==> config.mk <==
export PLATFORM = sky130hd
export DESIGN_NAME = abkf_div
export DESIGN_NICKNAME = d
export VERILOG_FILES = /design/src/rtl/abkf_pkg.sv /design/src/rtl/abkf_div.sv
export SDC_FILE = /design/constraint.sdc
export NUM_CORES = 1
export LEC_CHECK = 0
export BUFFER_PORTS_ARGS = -buffer_cell sky130_fd_sc_hd__buf_2
export CORE_ASPECT_RATIO = 1.5
export CORE_MARGIN = 3
export CORE_UTILIZATION = 60
export CTS_CLUSTER_SIZE = 40
export DETAILED_ROUTE_END_ITERATION = 16
export PLACE_DENSITY = 0.81
export RECOVER_POWER = 100
export SYNTH_ARGS = -nofsm -noshare
export SYNTH_HDL_FRONTEND = slang
export SYNTH_SLANG_ARGS = --single-unit
==> constraint.sdc <==
create_clock -name clk -period 5.7 [get_ports clk]
set_input_delay 1.14 -clock clk [delete_from_list [all_inputs] [get_ports clk]]
set_output_delay 1.14 -clock clk [all_outputs]
set_load 0.01 [all_outputs]
==> src/rtl/abkf_pkg.sv <==
// Shared types, register codes and fixed-point helpers for the angle/bias
// Kalman filter. No dependencies; imported by all but the checker.
`timescale 1ns / 1ps

package abkf_pkg;

    // Operand width of the shared multiplier and the width of its product.
    localparam int MUL_W  = 40;
    localparam int PROD_W = 2 * MUL_W;
    // Width of intermediate sums: a product plus a state value, with headroom.
    localparam int WIDE_W = PROD_W + 2;
    // Width of the innovation variance (P00 plus a rescaled noise value).
    localparam int DEN_W  = 34;
    // Fraction bits of the time step.
    localparam int DT_FRAC = 24;

    typedef logic signed [MUL_W-1:0]  mul_op_t;
    typedef logic signed [PROD_W-1:0] prod_t;
    typedef logic signed [WIDE_W-1:0] wide_t;

    // Register indexes on the configuration port.
    localparam logic [1:0] REG_Q_ANGLE = 2'd0;
    localparam logic [1:0] REG_Q_BIAS  = 2'd1;
    localparam logic [1:0] REG_R_MEAS  = 2'd2;

    localparam wide_t WIDE_MAX = 82'sd2147483647;
    localparam wide_t WIDE_MIN = -82'sd2147483648;

    // Clamp a wide value to the signed 32-bit range.
    function automatic logic signed [31:0] sat32(input wide_t v);
        logic signed [31:0] r;
        if (v > WIDE_MAX)
            r = 32'sh7fffffff;
        else if (v < WIDE_MIN)
            r = 32'sh80000000;
        else
            r = v[31:0];
        return r;
    endfunction

    // Shift right with rounding to nearest, ties toward plus infinity.
    function automatic wide_t round_shr(input wide_t v, input int sh);
        wide_t one;
        one = 1;
        return (v + (one <<< (sh - 1))) >>> sh;
    endfunction

endpackage

==> src/rtl/abkf_div.sv <==
// Restoring divider for the Kalman gain: (P << C) / S, truncated, saturated.
// One quotient bit a cycle. Depends on abkf_pkg for the divisor width.
`timescale 1ns / 1ps

module abkf_div
    import abkf_pkg::*;
#(
    parameter int COV_FRAC_BITS = 24
)
(
    input  logic                    clk,
    input  logic                    rst_n,
    input  logic                    start,
    input  logic signed [31:0]      num,
    input  logic signed [DEN_W-1:0] den,
    output logic                    done,
    output logic signed [31:0]      quot
);

    localparam int DVD_W = 32 + COV_FRAC_BITS;
    localparam int CNT_W = $clog2(DVD_W + 1);

    logic [DVD_W-1:0] num_reg, num_next;
    logic [DEN_W-1:0] den_reg, den_next;
    logic [DEN_W-1:0] rem_reg, rem_next;
    logic             neg_reg, neg_next;
    logic [CNT_W-1:0] cnt_reg, cnt_next;
    logic             busy_reg, busy_next;
    logic             done_reg, done_next;
    logic signed [31:0] quot_reg, quot_next;
    logic [DEN_W:0]   rem_sh;
    logic             ge;
    logic [DEN_W:0]   rem_sub;
    logic [31:0]      mag_num;
    logic             big_pos, big_neg;

    always_comb
    begin
        mag_num = num[31] ? 32'(-num) : 32'(num);
        rem_sh  = {rem_reg, num_reg[DVD_W-1]};
        ge      = rem_sh >= {1'b0, den_reg};
        rem_sub = rem_sh - {1'b0, den_reg};
        big_pos = num_reg > {{(DVD_W-32){1'b0}}, 32'h7fffffff};
        big_neg = num_reg > {{(DVD_W-32){1'b0}}, 32'h80000000};
        num_next  = num_reg;
        den_next  = den_reg;
        rem_next  = rem_reg;
        neg_next  = neg_reg;
        cnt_next  = cnt_reg;
        busy_next = busy_reg;
        done_next = 1'b0;
        quot_next = quot_reg;
        if (start)
        begin
            num_next  = {mag_num, {COV_FRAC_BITS{1'b0}}};
            den_next  = den[DEN_W-1] ? DEN_W'(-den) : DEN_W'(den);
            rem_next  = '0;
            neg_next  = num[31] ^ den[DEN_W-1];
            cnt_next  = '0;
            busy_next = 1'b1;
        end
        else if (busy_reg)
        begin
            if (cnt_reg == CNT_W'(DVD_W))
            begin
                if (neg_reg)
                    quot_next = big_neg ? 32'sh80000000 : 32'(-num_reg[31:0]);
                else
                    quot_next = big_pos ? 32'sh7fffffff : num_reg[31:0];
                busy_next = 1'b0;
                done_next = 1'b1;
            end
            else
            begin
                rem_next = ge ? rem_sub[DEN_W-1:0] : rem_sh[DEN_W-1:0];
                num_next = {num_reg[DVD_W-2:0], ge};
                cnt_next = cnt_reg + CNT_W'(1);
            end
        end
    end

    always_ff @(posedge clk or negedge rst_n)
    begin
        if (!rst_n)
        begin
            busy_reg <= 1'b0;
            done_reg <= 1'b0;
            cnt_reg  <= '0;
        end
        else
        begin
            busy_reg <= busy_next;
            done_reg <= done_next;
            cnt_reg  <= cnt_next;
        end
    end

    always_ff @(posedge clk)
    begin
        num_reg  <= num_next;
        den_reg  <= den_next;
        rem_reg  <= rem_next;
        neg_reg  <= neg_next;
        quot_reg <= quot_next;
    end

    assign done = done_reg;
    assign quot = quot_reg;

endmodule

---- Word level (Yosys, flattened, before mapping) ----
Index checks and enable logic that the tools add are counted.
word-level totals
  register bits after elaboration ......... 165
  input port bits ......................... 69
  output and inout bits ................... 33
  logic and storage cells ................. 45
cells by class
  $add $sub $neg .......................... 5
  order comparisons ....................... 3
  equality and inequality tests ........... 2
  muxes and demuxes ....................... 18
  bitwise logic cells ..................... 3
  reduce and logical (&&, ||, !) cells .... 4
operator list
  kind                    count
  $mux W56                3
  $mux W32                4
  $neg A32 Y32            2
  $gt A56 B31 Y1 const B  1
  $gt A56 B32 Y1 const B  1
  $ge A35 B34 Y1          1
  $mux W34                1
  $neg A34 Y34            1
  $sub A34 B34 Y34        1
  $mux W33                1
  $mux W6                 3
  $add A6 B1 Y6 const B   1
  $eq A6 B6 Y1 const B    1
  $mux W1                 6
  $reduce_and A2 Y1       2
  $reduce_and A3 Y1       1
  $ne A2 B2 Y1 const B    1
  $not A1 Y1              2
  $reduce_bool A2 Y1      1
  $xor A1 B1 Y1           1

---- Depth between registers and ports, before layout ----
  word-level depth ........................ 4
  gate-level depth with buffers ........... 15
  mapped depth without buffers ............ 13

---- Least setup slack after synthesis ----
Ideal clock, no wire load.
  kind .................................... input -> register
  from .................................... input port start
  to ...................................... register quot_reg[0] (netlist: quot[0]), enable pin
  arrival time ............................ 4961 ps
  required time ........................... 5187 ps
  setup slack ............................. 226 ps
  stages on the path ...................... 3
  cells stage by stage .................... clkbuf_1 -> clkbuf_1 -> nor4b_1
on the way
  cells in the longest elaborated chain, start to end .. 2
RTL lines
  element                      line             source
  start: declaration           abkf_div.sv:13   input logic start,
  $not A1 Y1 (no line)         --
  $reduce_and A3 Y1 (no line)  --
  end signal: assignment       abkf_div.sv:104  quot_reg <= quot_next;
  end: declaration             abkf_div.sv:30   logic signed [31:0] quot_reg, quot_next;
No other way between the ends.
A chain may end at the register's enable or synchronous reset.

---- Worst setup path after layout ----
  from .................................... input port den[6]
  to ...................................... register den_reg[31] (data pin)
on the way
  cells in the longest elaborated chain, start to end .. 2
RTL lines
  element                 line             source
  start: declaration      abkf_div.sv:15   input logic signed [DEN_W-1:0] den,
  $neg A34 Y34            abkf_div.sv:56   den_next = den[DEN_W-1] ? DEN_W'(-den) : DEN_W'(den);
  $mux W33                abkf_div.sv:56
  end signal: assignment  abkf_div.sv:101  den_reg <= den_next;
  end: declaration        abkf_div.sv:24   logic [DEN_W-1:0] den_reg, den_next;
No other way between the ends.

==> metrics.yaml <==
r2r_start: "den_reg[7]"
violations: "capacitance limit, slew limit"
hold_slack_ns: 0.490
core_um2: 16800
largest_register_ffs: 56
hold_depth: 2
layout-drive-gt1-share_pct: 9.29
synthMostInstantiatedCell: "nand2_1"
viasPerCell: 6.16
rsz0062_at_grt: "no"
syn_area_um2: 10300
cts_tree: "done"
netlist_instances: 1185
fmax_mhz: 217
clockBufferDepth: 2
maxCapViolCount: 3
dieHeight_um: 167
slowest_stage: "or4_1"
cts_hold_buf: 0
tightestPinTransition_ns: 2.31
cts.repair.resized: 0
cts_setup_buffers: 0
setup_viol: 0
tns_ns: 0
r2r_setup_slack_ns: 1.70
p_per_area_nw_per_um2: 391
start_util_pct: 61.4
placement.io_buffers: 101
grt_overflow: 0
chipWidth_um: 113
synth_edf_count: 99
synth-compound-area-share_pct: 19.4
regArea_um2: 4330
finalNonFillerCells: 1469
finalClockSkew_ns: 0.0154
multi_input_area_um2: 5530
critPathRequiredTime_ns: 5.88
cts-root-buf: "clkbuf_16"
dp.cells: 1437
firstDrtPassIters: 5
wl_per_cell_um: 16.0
synth-adder-area-share_pct: 4.91
synth.net_count: 1294
wl_um: 23600
hold_viol: 0
crit_path_start_kind: "input port"
synth.avg_cell_area_um2: 8.73
crit_type: "input port to register"
synthMuxAreaShare_pct: 1.08
worst-path-buf-inv: 1
synth-xor-area-share_pct: 8.13
yosys_most_used_dff: "edfxtp_1"
synth_top_area_cell: "edfxtp_1"
outcome: "complete, but fails checks"
post-route-drc-count: 0
ys_types: 66
ys_top_cells_by_area: "edfxtp_1 29%, dfxtp_1 11%, nand2_1 6.9%"
synth-seq-cells: 165
io_pins: 102
grt_pass1_vias: 8483
pre_cts_ws_ns: 1.10
place_congestion: 0.946
synth_top_cell_area_share_pct: 28.7
leakage_uw: 0.00462
route.vias.total: 9044
grt_max_degree: 63
cts.htree.levels: 4
slew_headroom_pct: -53.7
fillers: 1386
slowest_delay_ns: 0.58
design.die.area_um2: 18900
cp.arrival_ns: 4.77
worstHoldStart: "rem_reg[2]"
cts.clk_slew.worst_paths_ns: 0.07
grt_pass1_wl_um: 39400
hpwl_um: 16800
clock-sinks: 165
area_delta_synth_final_pct: 10.5
layout.nets: 1355
period_share_pct: 80.7
placementRows: 58
fin_ws_ns: 1.10
grt_use_total_pct: 25.0
ys_top_cells_by_count: "191 x nand2_1, 99 x edfxtp_1, 90 x nor2_1, 87 x o21ai_0, 68 x a21oi_1"
ff2ff_path_depth: 12
hold_end: "rem_reg[2]"
path_delay_family: "simple AND/OR/NAND/NOR gates"
crit_fanout: 4
antenna_found_initial: 0
diodes: 0
synth_top_family_by_area: "simple AND/OR/NAND/NOR gates"
min_period_ns: 4.60
r2r_end: "rem_reg[20]"
setup.worst_path.end_class: "register"
seq_area_frac_synth_pct: 41.9
clk_latency_ns: 0.43
synth_simple_gate_area_share_pct: 20.1
worstHoldPathType: "register to register"
ir_drop_mv: 0.197
path_cells: "clkbuf_1, or4_1, nor4_1, nand2b_2, or4_1, or3_1, or4_1, or4_1, o41ai_1, xnor2_1"
drtAntennaViolNets: 0
total_power_uw: 4470
yosysWarnings: 0
dr.first_iter.drc_count: 563
cpMostUsedCell: "or4_1"
async_flop_share_pct: 4.85
slew_viol_final: 115
numCtsBuffers: 17
## kinds of logic (layout without fill, tap and decap cells)
kind of cell	Yosys count	in the layout
simple gates	440	440
buf+inv	122	196
flops	165	165
fa+ha+maj	40	40
mux	11	11
compound gates	311	311
xor+xnor	96	96
## through the flow
stage | utilization (%) | cell area, um^2
global route | 67.9 | 11400
detailed placement | 65.1 | 11000
floorplan | - | 10300
finish | 67.9 | 11400
global placement | 65.1 | 11000
CTS | 68.5 | 11500
## area by class of cell
class | count | area share, %
clock buffer | 17 | 3.72
clock inverter | 15 | 1.39
inverter | 54 | 1.77
multi-input combinational | 898 | 48.4
sequential | 165 | 37.9
tap | 210 | 2.30
timing repair buffer | 110 | 4.48
## how the worst max path moves through the flow
stage / startpoint / endpoint / slack, ns / cells after the start
global route: den[6] / den_reg[31] / 0.82 / 10
global placement: den[7] / den_reg[30] / 1.17 / 10
detailed placement: den[7] / den_reg[30] / 1.10 / 10
CTS: den[7] / den_reg[30] / 1.55 / 10
finish: den[6] / den_reg[31] / 1.10 / 10
floorplan: start / quot[0] / 0.23 / 3
## layout by cell type, fill, tap and decap left out, types with 34 or more instances in the layout
master / synthesis / final
a21oi_1: 68 / 67
o21ai_0: 87 / 87
edfxtp_1: 99 / 99
clkbuf_1: 61 / 41
nand2_1: 191 / 191
nor2_1: 90 / 90
xnor2_1: 66 / 66
nor3_1: 34 / 34
dfxtp_1: 58 / 58
ha_1: 39 / 39
buf_2: 1 / 62
inv_1: 54 / 54
## metal layers
metal / up-vias / share of wire [%] / track usage [%] / wire (um)
met2: 319 / 52 / 45.0 / 12200
met3: 71 / 4.5 / 3.31 / 1070
met5: - / 0 / 0 / 0
met1: 4224 / 40 / 29.5 / 9360
met4: 0 / 3.8 / 10.6 / 891
li1: 4430 / - / - / -
## power breakdown
group	switching (uW)	leakage (uW)	internal, uW
logic	1040	0.00278	717
registers	137	0.00156	1450
clock network	536	0.000279	584
total	1710	0.00462	2750
## tightest hold or removal path: stages (launching register included)
cell and delay, ns:
dfxtp_1 0.34, nand2_1 0.06, a21oi_1 0.05
(Power assumes the default switching activity.)
