File: src/rtl/abkf_pkg.sv
// Shared types, register codes and fixed-point helpers for the angle/bias
// Kalman filter. No dependencies; imported by all but the checker.
`timescale 1ns / 1ps

package abkf_pkg;

    // Operand width of the shared multiplier and the width of its product.
    localparam int MUL_W  = 40;
    localparam int PROD_W = 2 * MUL_W;
    // Width of intermediate sums: a product plus a state value, with headroom.
    localparam int WIDE_W = PROD_W + 2;
    // Width of the innovation variance (P00 plus a rescaled noise value).
    localparam int DEN_W  = 34;
    // Fraction bits of the time step.
    localparam int DT_FRAC = 24;

    typedef logic signed [MUL_W-1:0]  mul_op_t;
    typedef logic signed [PROD_W-1:0] prod_t;
    typedef logic signed [WIDE_W-1:0] wide_t;

    // Register indexes on the configuration port.
    localparam logic [1:0] REG_Q_ANGLE = 2'd0;
    localparam logic [1:0] REG_Q_BIAS  = 2'd1;
    localparam logic [1:0] REG_R_MEAS  = 2'd2;

    localparam wide_t WIDE_MAX = 82'sd2147483647;
    localparam wide_t WIDE_MIN = -82'sd2147483648;

    // Clamp a wide value to the signed 32-bit range.
    function automatic logic signed [31:0] sat32(input wide_t v);
        logic signed [31:0] r;
        if (v > WIDE_MAX)
            r = 32'sh7fffffff;
        else if (v < WIDE_MIN)
            r = 32'sh80000000;
        else
            r = v[31:0];
        return r;
    endfunction

    // Shift right with rounding to nearest, ties toward plus infinity.
    function automatic wide_t round_shr(input wide_t v, input int sh);
        wide_t one;
        one = 1;
        return (v + (one <<< (sh - 1))) >>> sh;
    endfunction

endpackage

File: src/rtl/abkf_mul.sv
// Shared sequential multiplier: signed 40 x 40 bits, one 8-bit digit a cycle.
// Depends on abkf_pkg for operand and product types.
`timescale 1ns / 1ps

module abkf_mul
    import abkf_pkg::*;
(
    input  logic    clk,
    input  logic    rst_n,
    input  logic    start,
    input  mul_op_t op_a,
    input  mul_op_t op_b,
    output logic    done,
    output prod_t   prod
);

    localparam int DIGITS = MUL_W / 8;

    logic [PROD_W-1:0] a_sh_reg, a_sh_next;
    logic [MUL_W-1:0]  b_reg, b_next;
    logic [PROD_W-1:0] acc_reg, acc_next;
    logic              neg_reg, neg_next;
    logic [2:0]        cnt_reg, cnt_next;
    logic              busy_reg, busy_next;
    logic              done_reg, done_next;
    prod_t             prod_reg, prod_next;
    logic [MUL_W-1:0]  mag_a, mag_b;

    always_comb
    begin
        mag_a     = op_a[MUL_W-1] ? MUL_W'(-op_a) : MUL_W'(op_a);
        mag_b     = op_b[MUL_W-1] ? MUL_W'(-op_b) : MUL_W'(op_b);
        a_sh_next = a_sh_reg;
        b_next    = b_reg;
        acc_next  = acc_reg;
        neg_next  = neg_reg;
        cnt_next  = cnt_reg;
        busy_next = busy_reg;
        done_next = 1'b0;
        prod_next = prod_reg;
        if (start)
        begin
            a_sh_next = PROD_W'(mag_a);
            b_next    = mag_b;
            acc_next  = '0;
            neg_next  = op_a[MUL_W-1] ^ op_b[MUL_W-1];
            cnt_next  = '0;
            busy_next = 1'b1;
        end
        else if (busy_reg)
        begin
            if (cnt_reg == 3'(DIGITS))
            begin
                // Final cycle applies the sign.
                prod_next = neg_reg ? prod_t'(-acc_reg) : prod_t'(acc_reg);
                busy_next = 1'b0;
                done_next = 1'b1;
            end
            else
            begin
                acc_next  = acc_reg + a_sh_reg * PROD_W'(b_reg[7:0]);
                a_sh_next = a_sh_reg << 8;
                b_next    = b_reg >> 8;
                cnt_next  = cnt_reg + 3'd1;
            end
        end
    end

    always_ff @(posedge clk or negedge rst_n)
    begin
        if (!rst_n)
        begin
            busy_reg <= 1'b0;
            done_reg <= 1'b0;
            cnt_reg  <= '0;
        end
        else
        begin
            busy_reg <= busy_next;
            done_reg <= done_next;
            cnt_reg  <= cnt_next;
        end
    end

    always_ff @(posedge clk)
    begin
        a_sh_reg <= a_sh_next;
        b_reg    <= b_next;
        acc_reg  <= acc_next;
        neg_reg  <= neg_next;
        prod_reg <= prod_next;
    end

    assign done = done_reg;
    assign prod = prod_reg;

endmodule

File: config.mk
export PLATFORM = sky130hd
export DESIGN_NAME = abkf_mul
export DESIGN_NICKNAME = d
export VERILOG_FILES = /design/src/rtl/abkf_pkg.sv /design/src/rtl/abkf_mul.sv
export SDC_FILE = /design/constraint.sdc
export NUM_CORES = 2
export LEC_CHECK = 0
export ABC_CLOCK_PERIOD_IN_PS = 13400
export CAP_MARGIN = 25
export CORE_AREA = 2 2 295 239
export DETAILED_ROUTE_END_ITERATION = 8
export DIE_AREA = 0 0 297 241
export DONT_BUFFER_PORTS = 1
export GPL_TIMING_DRIVEN = 0
export PLACE_DENSITY_LB_ADDON = 0.1
export SKIP_CTS_REPAIR_TIMING = 1
export SKIP_LAST_GASP = 1
export SLEW_MARGIN = 15
export SYNTH_ARGS = -nofsm -noshare
export SYNTH_HDL_FRONTEND = slang
export SYNTH_SLANG_ARGS = --single-unit
export TNS_END_PERCENT = 1
File: constraint.sdc
create_clock -name clk -period 13.4 [get_ports clk]
set_clock_uncertainty 0.2 [all_clocks]
set_input_delay 0.67 -clock clk [delete_from_list [all_inputs] [get_ports clk]]
set_output_delay 0.67 -clock clk [all_outputs]
set_load 0.05 [all_outputs]
# Word-level counts from Yosys, hierarchy flattened
# Cells that the tools add are included.
# classes
n_reduce_logical	4
add_sub_neg	5
multipliers	1
n_mux	18
n_eq_ne	2
order_cmp	0
n_div	0
shifts	0
n_bitwise	3
# ops
operator	n
$mux W40	8
$add A80 B80 Y80	1
$mul A80 B8 Y80	1
$mux W80	1
$neg A40 Y40	2
$neg A80 Y80	1
$mux W3	3
$mux W1	6
$reduce_and A2 Y1	2
$add A3 B1 Y3 const B	1
$eq A3 B3 Y1 const B	1
$reduce_and A3 Y1	1
$ne A2 B2 Y1 const B	1
$not A1 Y1	2
$reduce_bool A2 Y1	1
$xor A1 B1 Y1	1
# totals
ramBits	0
output_inout_bits	81
reg_bits	286
latch_bits	0
romBits	0
mem_count	0
elab_cells	42

# Longest topological paths before layout
# logic_depth
ltp_word	4
mapped_depth	25
depth_no_buf	22

# Least setup slack after synthesis
# Ideal clock, no wire load.
# synth_path
path_type	input to register
from	in start
to	reg prod_reg[0], in the netlist prod[0] (enable)
slack_ns	5.453
path_buffers	3
setup_ns	0.633
t_required_ns	12.567
path_stages	4
arrival_ns	7.114
path_cell_list	clkbuf_1 > clkbuf_1 > clkbuf_1 > nor3b_1
# synth_between
elab_chain_cells	2
# synth_rtl
item	line	text
start, declared	abkf_mul.sv:10	input logic start,
$not A1 Y1 (no line)	n/a	
$reduce_and A3 Y1 (no line)	n/a	
end signal, assigned	abkf_mul.sv:91	prod_reg <= prod_next;
end, declared	abkf_mul.sv:26	prod_t prod_reg, prod_next;
# No other way between the ends.
# A chain may end at the register's enable or synchronous reset.

# Worst setup path after layout
# layout_path
from	reg b_reg[0]
to	reg acc_reg[79]
# layout_between
elab_chain_cells	2
# layout_rtl
item	line	text
start, declared	abkf_mul.sv:20	logic [MUL_W-1:0] b_reg, b_next;
start signal, assigned	abkf_mul.sv:88	b_reg <= b_next;
$mul A80 B8 Y80	abkf_mul.sv:61	acc_next = acc_reg + a_sh_reg * PROD_W'(b_reg[7:0]);
$add A80 B80 Y80	abkf_mul.sv:61	
end signal, assigned	abkf_mul.sv:89	acc_reg <= acc_next;
end, declared	abkf_mul.sv:21	logic [PROD_W-1:0] acc_reg, acc_next;
# No other way between the ends.

==> reports/qor.csv <==
metric,value,unit
core_region_area,0.0684,mm²
reg2reg_slack,3.96,ns
r2r-start,b_reg[0]$_DFFE_PP_,
dp_slack,4.39,ns
synth_top_family_by_area,adder cells,
synth_seq_cells,286,
outcome,completed,
synthArstFlopShare,1.75,%
via_count,25547,
dp_cells,4646,
grt_pass1_wl,166000,µm
die_area,0.0716,mm²
cts_buffers,31,
synthMuxAreaShare,0.0922,%
worstMarginPinSlew,1.11,ns
drt_wl_total,111000,µm
yosys_warnings,0,
nFillCells,6504,
clkTransAtPathRegs,0.06,ns
drt_iter0_markers,2226,
r2r_end,acc_reg[79]$_SDFFE_PP0P_,
synthSimpleGateAreaFrac,16.8,%
io_pins,164,
ant_nets,0,
finalCritPeriodShare,70.5,%
end_kind,register,
worstHoldStart,op_a[0],
grtUsageTotal,31.4,%
syn_to_final_growth,6.84,%
cts_max_level,1,
synth_top_cell_by_area,fa_1,
globalplace.congestion,0.936,
synth_area_leaders,"fa_1 (31%), edfxtp_1 (14%), and2_1 (7.8%), inv_1 (7.5%), dfxtp_1 (7.1%)",
drc,0,
final.setup.tns,0,ns
wl_per_cell,23.5,µm
clock_path_buffers,3,
hold_path_class,in -> reg,
overflow,0,
port_buffers,0,
syn_nets,4410,
start_kind,register,
max_cap_violations,0,
finalInstanceArea,0.0363,mm²
fp-row-count,86,
final_hold_viol_count,0,
drive_gt1_share,2.27,%
whs_path_depth,1,
cp_max_fo,10,
syn_avg_cell_area,9.14,µm²
cts_tree,built,
slew_violations,0,
firstDrtPassIters,5,
holdPathEnd,a_sh_reg[0]$_SDFFCE_PN0P_,
rsz0062_at_grt,false,
synthXorXnorAreaFrac,6.19,%
synth_compound_area_share,11.2,%
yosysSeqAreaShare,21.7,%
clock-sinks,286,
critical_path_required,13.65,ns
synth_fa_ha_area_share,34.3,%
clockRootBuffer,clkbuf_16,
place_area,0.0352,mm²
initial_core_util,49.6,%
synth.distinct_cells,73,
setup_viol,0,
fin_crit,9.44,ns
synthesis.area,0.0339,mm²
synthCells,3711,
num-nets-final,4457,
antenna_found_initial,2,
fp.dieH,241,µm
grt_max_degree,47,
worstPathArrival,9.69,ns
grt_pass1_vias,25622,
antenna_cells,0,
max_slew_margin,26.2,%
worstSetupPathType,reg -> reg,
detailed_place_hpwl,90500,µm
setup_slack,3.96,ns
insertion_delay,0.62,ns
synth.top_cell.area_share,30.8,%
ys.flop_type,edfxtp_1,
reg2reg_depth,24,
die_x,297,µm
fmax,106,MHz
synth_edf_count,161,
fin_cells,4706,
vias_per_cell,5.43,
[cell usage after synthesis, types with 41 or more instances]
library cell / count
a21o_1: 44
a21oi_1: 171
a22o_1: 41
and2_1: 422
clkbuf_1: 167
dfxtp_1: 120
edfxtp_1: 161
fa_1: 522
ha_1: 94
inv_1: 674
nand2_1: 342
nor2_1: 150
o21ai_0: 118
o31ai_1: 45
xnor2_1: 149
xor2_1: 91
[placed cells by master, fill, tap and decap left out, types with 13 or more instances in the layout]
master | Yosys | final
xor2_1 | 91 | 91
a22o_1 | 41 | 41
a21o_1 | 44 | 44
nand3_1 | 17 | 17
nor2_1 | 150 | 149
buf_1 | 32 | 32
clkbuf_1 | 167 | 171
o21ai_0 | 118 | 118
fa_1 | 522 | 522
nand4_1 | 39 | 39
nor3_1 | 15 | 15
o41ai_1 | 21 | 21
o22ai_1 | 33 | 33
a21oi_1 | 171 | 171
clkbuf_16 | 0 | 31
xnor2_1 | 149 | 149
a211oi_1 | 34 | 34
or3_1 | 32 | 32
o21a_1 | 17 | 17
and2_1 | 422 | 422
or4_1 | 13 | 13
inv_1 | 674 | 674
ha_1 | 94 | 94
dfxtp_1 | 120 | 120
nor4_1 | 13 | 13
o31ai_1 | 45 | 45
nand2_1 | 342 | 342
edfxtp_1 | 161 | 161
[critical path, cell delays in order (launching register included)]
cell	delay, ns
edfxtp_1	0.31
clkbuf_1	0.79
clkbuf_1	0.84
buf_1	0.54
nand2_1	0.15
fa_1	0.58
inv_1	0.08
fa_1	0.51
inv_1	0.06
fa_1	0.51
fa_1	0.46
inv_1	0.08
ha_1	0.13
clkbuf_1	0.29
nand2_1	0.19
nor2_1	0.23
nand3_1	0.14
a2111o_1	0.41
a21oi_1	0.36
o21ai_0	0.31
a21oi_1	0.50
a311o_1	0.52
a221oi_1	0.18
xnor2_1	0.69
o21ai_0	0.18
[routing by layer]
layer  global-route usage [%]  wire length (µm)
met1                     47.7             52100
met2                     40.9             41100
met3                     14.2             15500
met4                     4.62              1780
met5                        0                 0
[layout make-up]
class / instances / area [µm²] / area share [%]
repair buffers: 14 / 156 / 0.431
clock buffers: 38 / 812 / 2.24
plain buffers: 200 / 763 / 2.11
flip-flops and latches: 286 / 7360 / 20.3
well taps: 924 / 1160 / 3.19
clock inverters: 19 / 184 / 0.507
inverters: 674 / 2530 / 6.98
multi-input cells: 2551 / 23300 / 64.2
[cell families (layout without fill, tap and decap cells)]
kind of cell / after synthesis / in the layout
AOI/OAI and AO/OA: 591 / 591
DFF: 286 / 286
buffers and inverters: 874 / 945
adders and majority gates: 616 / 616
and+or+nand+nor: 1101 / 1101
xor gates and xnor gates: 240 / 240
muxes: 3 / 3
[worst max path at each step]
stage	from	endpoint	slack (ns)
2_1_floorplan	start	prod[0]$_DFFE_PP_	5.45
3_3_place_gp	start	prod[21]$_DFFE_PP_	2.24
3_5_place_dp	b_reg[0]$_DFFE_PP_	acc_reg[79]$_SDFFE_PP0P_	4.39
4_1_cts	b_reg[0]$_DFFE_PP_	acc_reg[79]$_SDFFE_PP0P_	4.36
5_1_grt	b_reg[0]$_DFFE_PP_	acc_reg[79]$_SDFFE_PP0P_	3.79
6_report	b_reg[0]$_DFFE_PP_	acc_reg[79]$_SDFFE_PP0P_	3.96
[metrics by stage]
step	hold slack [ns]	utilization (%)
3_3_place_gp	0.175	51.3
2_1_floorplan	0.174	-
6_report	0.0595	53.0
4_1_cts	-0.467	52.9
3_5_place_dp	0.175	51.5
5_1_grt	0.0727	53.0
Power is left out: the tool's default activity adds up to more than one toggle a clock period on the data nets, which glitch-free logic cannot reach.
